$ cat config.mk
export PLATFORM = sky130hd
export DESIGN_NAME = hello_credentials_parser
export DESIGN_NICKNAME = d
export VERILOG_FILES = /design/src/rtl/hcp_pkg.sv /design/src/rtl/hcp_core.sv /design/src/rtl/hello_credentials_parser.sv
export SDC_FILE = /design/constraint.sdc
export NUM_CORES = 1
export LEC_CHECK = 0
export ABC_CLOCK_PERIOD_IN_PS = 4400
export BUFFER_PORTS_ARGS = -buffer_cell sky130_fd_sc_hd__clkbuf_2
export CAP_MARGIN = 30
export CORE_ASPECT_RATIO = 1.1
export CORE_MARGIN = 2
export CORE_UTILIZATION = 65
export CTS_CLUSTER_DIAMETER = 50
export CTS_CLUSTER_SIZE = 16
export DETAILED_ROUTE_END_ITERATION = 10
export PLACE_DENSITY = 0.85
export SLEW_MARGIN = 20
export SYNTH_ARGS = -nofsm -noshare
export SYNTH_HDL_FRONTEND = slang
export SYNTH_SLANG_ARGS = --single-unit
$ cat constraint.sdc
create_clock -name clk -period 4.4 [get_ports clk]
set_input_delay 0.22 -clock clk [delete_from_list [all_inputs] [get_ports clk]]
set_output_delay 0.22 -clock clk [all_outputs]
set_load 0.02 [all_outputs]
$ cat src/rtl/hcp_pkg.sv
`timescale 1ns / 1ps

package hcp_pkg;

	typedef enum logic [2:0] {
		PH_KEYWORD = 3'd0,
		PH_USER    = 3'd1,
		PH_PASS    = 3'd2,
		PH_CR      = 3'd3,
		PH_DONE    = 3'd4,
		PH_BAD     = 3'd5
	} phase_t;

	localparam int unsigned KW_LEN = 5;

	localparam logic [7:0] CH_BAR = 8'h7C;
	localparam logic [7:0] CH_CR  = 8'h0D;
	localparam logic [7:0] CH_LF  = 8'h0A;
	localparam logic [7:0] CH_H   = 8'h48;
	localparam logic [7:0] CH_E   = 8'h45;
	localparam logic [7:0] CH_L   = 8'h4C;
	localparam logic [7:0] CH_O   = 8'h4F;

	// Results caused by one input byte: a first result and an optional
	// second one, which always carries a character.
	typedef struct packed {
		logic [2:0] status;
		logic       two;
		logic       cv0;
		logic       cf0;
		logic [7:0] v0;
		logic       cf1;
		logic [7:0] v1;
	} hcp_pair_t;

	function automatic logic [7:0] kw_char(input logic [2:0] idx);
		logic [7:0] ch;
		case (idx)
			3'd0: ch = CH_H;
			3'd1: ch = CH_E;
			3'd2: ch = CH_L;
			3'd3: ch = CH_L;
			3'd4: ch = CH_O;
			default: ch = 8'h00;
		endcase
		return ch;
	endfunction

endpackage

$ cat src/rtl/hcp_core.sv
`timescale 1ns / 1ps

module hcp_core #(
	parameter int MAX_LEN = 255
) (
	input  logic               clk,
	input  logic               arst_n,
	input  logic               take,
	input  logic [7:0]         in_byte,
	output hcp_pkg::hcp_pair_t pair
);
	import hcp_pkg::*;

	localparam int POS_W = ($clog2(MAX_LEN + 1) > 3) ? $clog2(MAX_LEN + 1) : 3;
	localparam logic [POS_W:0] MAX_X = (POS_W + 1)'(MAX_LEN);

	phase_t           phase_q, phase_d;
	logic [POS_W-1:0] pos_q, pos_d;
	logic             rf_q, rf_d;
	logic             fld;
	logic             room1, room2;
	logic             emit0, emit1;
	logic             f0, f1;
	logic [7:0]       v0, v1;
	logic [POS_W:0]   pos_x;

	assign pos_x = {1'b0, pos_q};
	assign room1 = pos_x < MAX_X;
	assign room2 = (pos_x + (POS_W + 1)'(2)) <= MAX_X;
	assign fld   = (phase_q == PH_PASS);

	always_comb begin
		phase_d = phase_q;
		pos_d   = pos_q;
		rf_d    = rf_q;
		emit0   = 1'b0;
		emit1   = 1'b0;
		f0      = 1'b0;
		v0      = 8'h00;
		f1      = 1'b0;
		v1      = 8'h00;
		case (phase_q)
			PH_KEYWORD: begin
				if (pos_q >= POS_W'(KW_LEN)) begin
					if (in_byte == CH_BAR) begin
						phase_d = PH_USER;
						pos_d   = '0;
					end else begin
						phase_d = PH_BAD;
					end
				end else if (in_byte == kw_char(pos_q[2:0])) begin
					pos_d = pos_q + POS_W'(1);
				end else begin
					phase_d = PH_BAD;
				end
			end
			PH_USER, PH_PASS: begin
				if (in_byte == CH_BAR) begin
					if (!fld && pos_q != '0) begin
						phase_d = PH_PASS;
						pos_d   = '0;
					end else begin
						phase_d = PH_BAD;
					end
				end else if (in_byte == CH_CR) begin
					rf_d    = fld;
					phase_d = PH_CR;
				end else if (!room1) begin
					phase_d = PH_BAD;
				end else begin
					emit0 = 1'b1;
					f0    = fld;
					v0    = in_byte;
					pos_d = pos_q + POS_W'(1);
				end
			end
			PH_CR: begin
				if (in_byte == CH_LF) begin
					if (rf_q && pos_q != '0) begin
						phase_d = PH_DONE;
					end else begin
						phase_d = PH_BAD;
					end
				end else if (in_byte == CH_CR) begin
					if (!room1) begin
						phase_d = PH_BAD;
					end else begin
						emit0 = 1'b1;
						f0    = rf_q;
						v0    = CH_CR;
						pos_d = pos_q + POS_W'(1);
					end
				end else if (in_byte == CH_BAR) begin
					if (!rf_q && room1) begin
						emit0   = 1'b1;
						v0      = CH_CR;
						phase_d = PH_PASS;
						pos_d   = '0;
					end else begin
						phase_d = PH_BAD;
					end
				end else if (!room2) begin
					phase_d = PH_BAD;
				end else begin
					emit0   = 1'b1;
					f0      = rf_q;
					v0      = CH_CR;
					emit1   = 1'b1;
					f1      = rf_q;
					v1      = in_byte;
					pos_d   = pos_q + POS_W'(2);
					phase_d = rf_q ? PH_PASS : PH_USER;
				end
			end
			PH_DONE: begin
			end
			default: begin
				phase_d = PH_BAD;
			end
		endcase
	end

	always_ff @(posedge clk or negedge arst_n) begin
		if (!arst_n) begin
			phase_q <= PH_KEYWORD;
			pos_q   <= '0;
			rf_q    <= 1'b0;
		end else if (take) begin
			phase_q <= phase_d;
			pos_q   <= pos_d;
			rf_q    <= rf_d;
		end
	end

	assign pair.status = phase_d;
	assign pair.two    = emit1;
	assign pair.cv0    = emit0;
	assign pair.cf0    = f0;
	assign pair.v0     = v0;
	assign pair.cf1    = f1;
	assign pair.v1     = v1;

endmodule

$ cat src/rtl/hello_credentials_parser.sv
`timescale 1ns / 1ps
// Parser for the HELLO|username|password CR LF greeting, one byte per transaction.
// The input channel (in_valid, in_stall, in_byte) takes one message byte per
// transaction. For each byte the output channel (out_valid, out_stall) gives
// one or two result transactions: the phase after the byte, a captured field
// character if there is one, and last on the final result of that byte.
// Two results arise only when a held-back carriage return is released together
// with the data byte that follows it.
// The results of an accepted byte are registered into the result queue and
// shown once all earlier results are taken. A byte is accepted in every
// cycle while the receiver takes results and the queue has room; a byte with
// two results holds the output until both are taken. The rate is set by the
// two-entry result queue, which stalls the input only when both entries are full.
// When the receiver stalls, the shown result holds and the queue fills; the
// input is then stalled until an entry frees up.
// Reset empties the queue and returns the parser to keyword matching, with
// the field length count and the held-return field cleared.
// Finished and invalid persist until reset.

module hello_credentials_parser #(
	parameter int MAX_LEN = 255
) (
	input  logic       clk,
	input  logic       arst_n,
	input  logic       in_valid,
	output logic       in_stall,
	input  logic [7:0] in_byte,
	output logic       out_valid,
	input  logic       out_stall,
	output logic [2:0] status,
	output logic       char_valid,
	output logic       char_field,
	output logic [7:0] char_value,
	output logic       last
);
	import hcp_pkg::*;

	hcp_pair_t  pair;
	hcp_pair_t  slot0_q, slot1_q, head;
	logic       wr_q, rd_q, sub_q;
	logic [1:0] cnt_q;
	logic       take, pop, head_last, done;

	assign take      = in_valid && !in_stall;
	assign in_stall  = (cnt_q == 2'd2);
	assign out_valid = (cnt_q != 2'd0);
	assign pop       = out_valid && !out_stall;
	assign head      = rd_q ? slot1_q : slot0_q;
	assign head_last = !head.two || sub_q;
	assign done      = pop && head_last;

	hcp_core #(
		.MAX_LEN(MAX_LEN)
	) u_core (
		.clk    (clk),
		.arst_n (arst_n),
		.take   (take),
		.in_byte(in_byte),
		.pair   (pair)
	);

	always_ff @(posedge clk) begin
		if (take && !wr_q) begin
			slot0_q <= pair;
		end
		if (take && wr_q) begin
			slot1_q <= pair;
		end
	end

	always_ff @(posedge clk or negedge arst_n) begin
		if (!arst_n) begin
			wr_q  <= 1'b0;
			rd_q  <= 1'b0;
			sub_q <= 1'b0;
			cnt_q <= 2'd0;
		end else begin
			if (take) begin
				wr_q <= !wr_q;
			end
			if (done) begin
				rd_q  <= !rd_q;
				sub_q <= 1'b0;
			end else if (pop) begin
				sub_q <= 1'b1;
			end
			cnt_q <= cnt_q + {1'b0, take} - {1'b0, done};
		end
	end

	assign status     = head.status;
	assign char_valid = sub_q ? 1'b1 : head.cv0;
	assign char_field = sub_q ? head.cf1 : head.cf0;
	assign char_value = sub_q ? head.v1 : head.v0;
	assign last       = head_last;

endmodule

==> flow_summary.yaml <==
run_status:
  status: "complete, no violations"
place:
  globalplace.congestion: 0.9473
  dpl.hpwl_um: 5721
  placed_area_mm2: 0.003845
  post-place-ws_ns: 1.420
  dpl.cell_count: 416
  port_buffers: 27
pwr:
  peakVddDrop_mv: 0.3525
  p_sw_share_pct: 37.94
  p_int_mw: 1.467
  clkPwrFrac_pct: 19.7
  finalPower_mw: 2.363
  p_per_area_mw_per_mm2: 586.3
  pwr-share-comb_pct: 38.2
  pwr-share-seq_pct: 42.0
  netSwitchingPower_mw: 0.8964
  leakage_nw: 1.515
clocking:
  htree_num_levels: 3
  clock-sinks: 63
  cts_buffers: 9
  cts_max_path_buffers: 2
  path_clk_slew_ns: 0.07
  post_cts_buffers: 0
  tritoncts: "yes"
  clk_latency_ns: 0.34
  ctsRootBufferMaster: "clkbuf_8"
grt:
  grt_pass1_wl_um: 13420
  antenna_found_initial: 0
  grt_max_degree: 24
  grt_pass1_vias: 2739
  grt-ovfl-total: 0
  track_usage_pct: 28.30
timing:
  hold_viol_final: 0
  rsz0062_at_grt: "false"
  drv_slew: 0
  fmax_mhz: 325.1
  maxSlewHeadroom_pct: 44.23
  finalSetupTns_ns: 0
  finalCriticalPeriod_ns: 3.076
  whs_ns: 0.09024
  setup-violations-final: 0
  fin_crit_sh_pct: 69.90
  skew_ns: 0.007148
  layout_setup_ws_ns: 1.324
  tightest_slew_ns: 0.8365
critical_path:
  slowest_stage: "nor4b_1"
  reg2reg_depth: 9
  path_delay_family: "simple AND/OR/NAND/NOR gates"
  r2r-start: "u_core.pos_q[1]"
  r2r-end: "u_core.pos_q[2]"
  cp_cell_sequence: "inv_1 > ha_1 > nand2b_1 > nor4b_1 > a222oi_1 > o211a_1 > o21ai_1 > or2_1 > mux2i_1"
  worstPathRequired_ns: 4.66
  endpoint_kind: "flip-flop"
  arrival_ns: 3.34
  critPathKind: "reg2reg"
  worstPathMaxFanout: 11
  startpoint_type: "flip-flop"
  critPathBufInv: 1
  cp_slowest_stage_delay_ns: 0.65
  rrSetupSlack_ns: 1.32
synthesis:
  syn_area_mm2: 0.003687
  synth-seq-cells: 63
  yosys_warnings: 0
  syn_avg_cell_area_um2: 11.07
  syn_nets: 356
  synth_cells: 333
  ys_seq_area_share_pct: 49.00
  yosysTopAreaCell: "edfxtp_1"
  synth_top_area_share_pct: 37.46
  ys_types: 65
  synth.area.top_cells: "edfxtp_1 37%, dfrtp_1 12%, mux4_2 5.5%"
  synth-async-reset-ratio_pct: 26.98
  synth_edf_count: 46
  synth_ff_type: "edfxtp_1"
final_layout:
  drive_above_1_share_pct: 19.10
  fin_area_mm2: 0.004030
  layout.nets: 376
  diodes: 0
  final_core_util_pct: 74.22
  fin_cells: 431
  area.growth.synth_to_final_pct: 9.298
floorplanning:
  die-area_mm2: 0.006292
  die_h_um: 83.00
  io_pins: 28
  num_rows: 28
  start_util_pct: 67.90
  fp.coreArea_mm2: 0.005430
  die_w_um: 75.81
worst_hold_path:
  whs_endpoint: "sub_q"
  holdCritPathClass: "in2reg"
  worstHoldStart: "out_stall"
  min_path_cells: 2
drt:
  drt_pass1_iterations: 5
  num_vias: 2742
  wl_per_cell_um: 18.63
  viasPerCell: 6.362
  drtIter0Drc: 224
  drtAntennaViolNets: 0
  routed_wl_um: 8031
  drc: 0
job:
  drv_cap: 0
-- layer usage --
| layer | routed length [um] | vias up | GRT usage, % |
|---|---|---|---|
| met4 | 237 | 0 | 14.04 |
| met3 | 356 | 16 | 4.490 |
| li1 | - | 1292 | - |
| met2 | 4087 | 95 | 44.67 |
| met1 | 3350 | 1339 | 37.06 |
| met5 | 0 | - | 0 |
-- power groups by stage --
| stage | registers, mW | clock network [mW] | logic, mW |
|---|---|---|---|
| detailed placement | 1.01 | 0 | 0.900 |
| finish | 0.994 | 0.467 | 0.903 |
| floorplan | 0.892 | 0 | 0.758 |
| CTS | 0.996 | 0.470 | 0.905 |
| global placement | 0.995 | 0 | 0.866 |
| global route | 1.02 | 0.491 | 1.01 |
-- final cells by class --
type	instances	area, um2
multi-input combinational	236	1742
timing repair buffer	30	163.9
tap	75	93.84
sequential	63	1807
inverter	13	48.80
clock buffer	9	123.9
fill	379	1400
clock inverter	5	51.30
-- sequential cells by signal (all words and copies together) (netlist names) --
signal	cells
slot0_q	23
slot1_q	23
u_core.pos_q	8
u_core.phase_q	3
cnt_q	2
rd_q	1
sub_q	1
u_core.rf_q	1
wr_q	1
-- cell families after synthesis --
kind of cell	count (synthesis)	synth area share, %
xor+xnor	11	2.613
flops	63	49.00
fa+ha+maj	11	3.733
simple gates	123	18.22
buf+inv	34	4.037
mux	17	7.838
compound gates	74	14.56
-- worst max path at each step --
stage                          startpoint                 to  slack, ns  cells past startpoint
final                     u_core.pos_q[1]    u_core.pos_q[2]       1.32                      9
after global routing      u_core.pos_q[1]    u_core.pos_q[2]       0.94                      9
after CTS                 u_core.pos_q[1]    u_core.pos_q[2]       1.37                      9
after detailed placement  u_core.pos_q[1]    u_core.pos_q[2]       1.42                      9
after global placement    u_core.pos_q[1]    u_core.pos_q[2]       1.56                      9
after floorplan           u_core.pos_q[0]  u_core.phase_q[0]       1.69                      9
-- cells in the final DEF (no fill, tap or decap), drive strengths merged, types with 4 or more instances in the layout --
cell type	n
a21oi	11
a31oi	4
and2	18
and3	5
clkbuf	36
dfrtp	17
edfxtp	46
ha	11
inv	13
mux2	5
mux4	9
nand2	23
nand2b	7
nand3	6
nor2	25
nor2b	6
nor3	12
o21ai	21
o31ai	9
xnor2	6
xor2	5
-- repair_timing --
action,4_1_cts,5_1_grt
resized for setup,0,0
endpoints found under the hold margin,17,0
hold buffers,1,0
-- synthesized netlist by cell type (all sizes together), types with 3 or more instances --
cell	n
or2	3
a211o	3
buf	9
nor2b	6
a31oi	4
nor4b	3
dfrtp	17
xnor2	6
xor2	5
nor3	12
mux2	5
and3	5
inv	13
mux4	9
nand2	23
nand4	3
clkbuf	12
nor2	25
and2	18
o22ai	3
ha	11
mux2i	3
a21oi	11
o31ai	9
o21ai	21
nand3	6
edfxtp	46
nand2b	7
(Power assumes the default switching activity.)
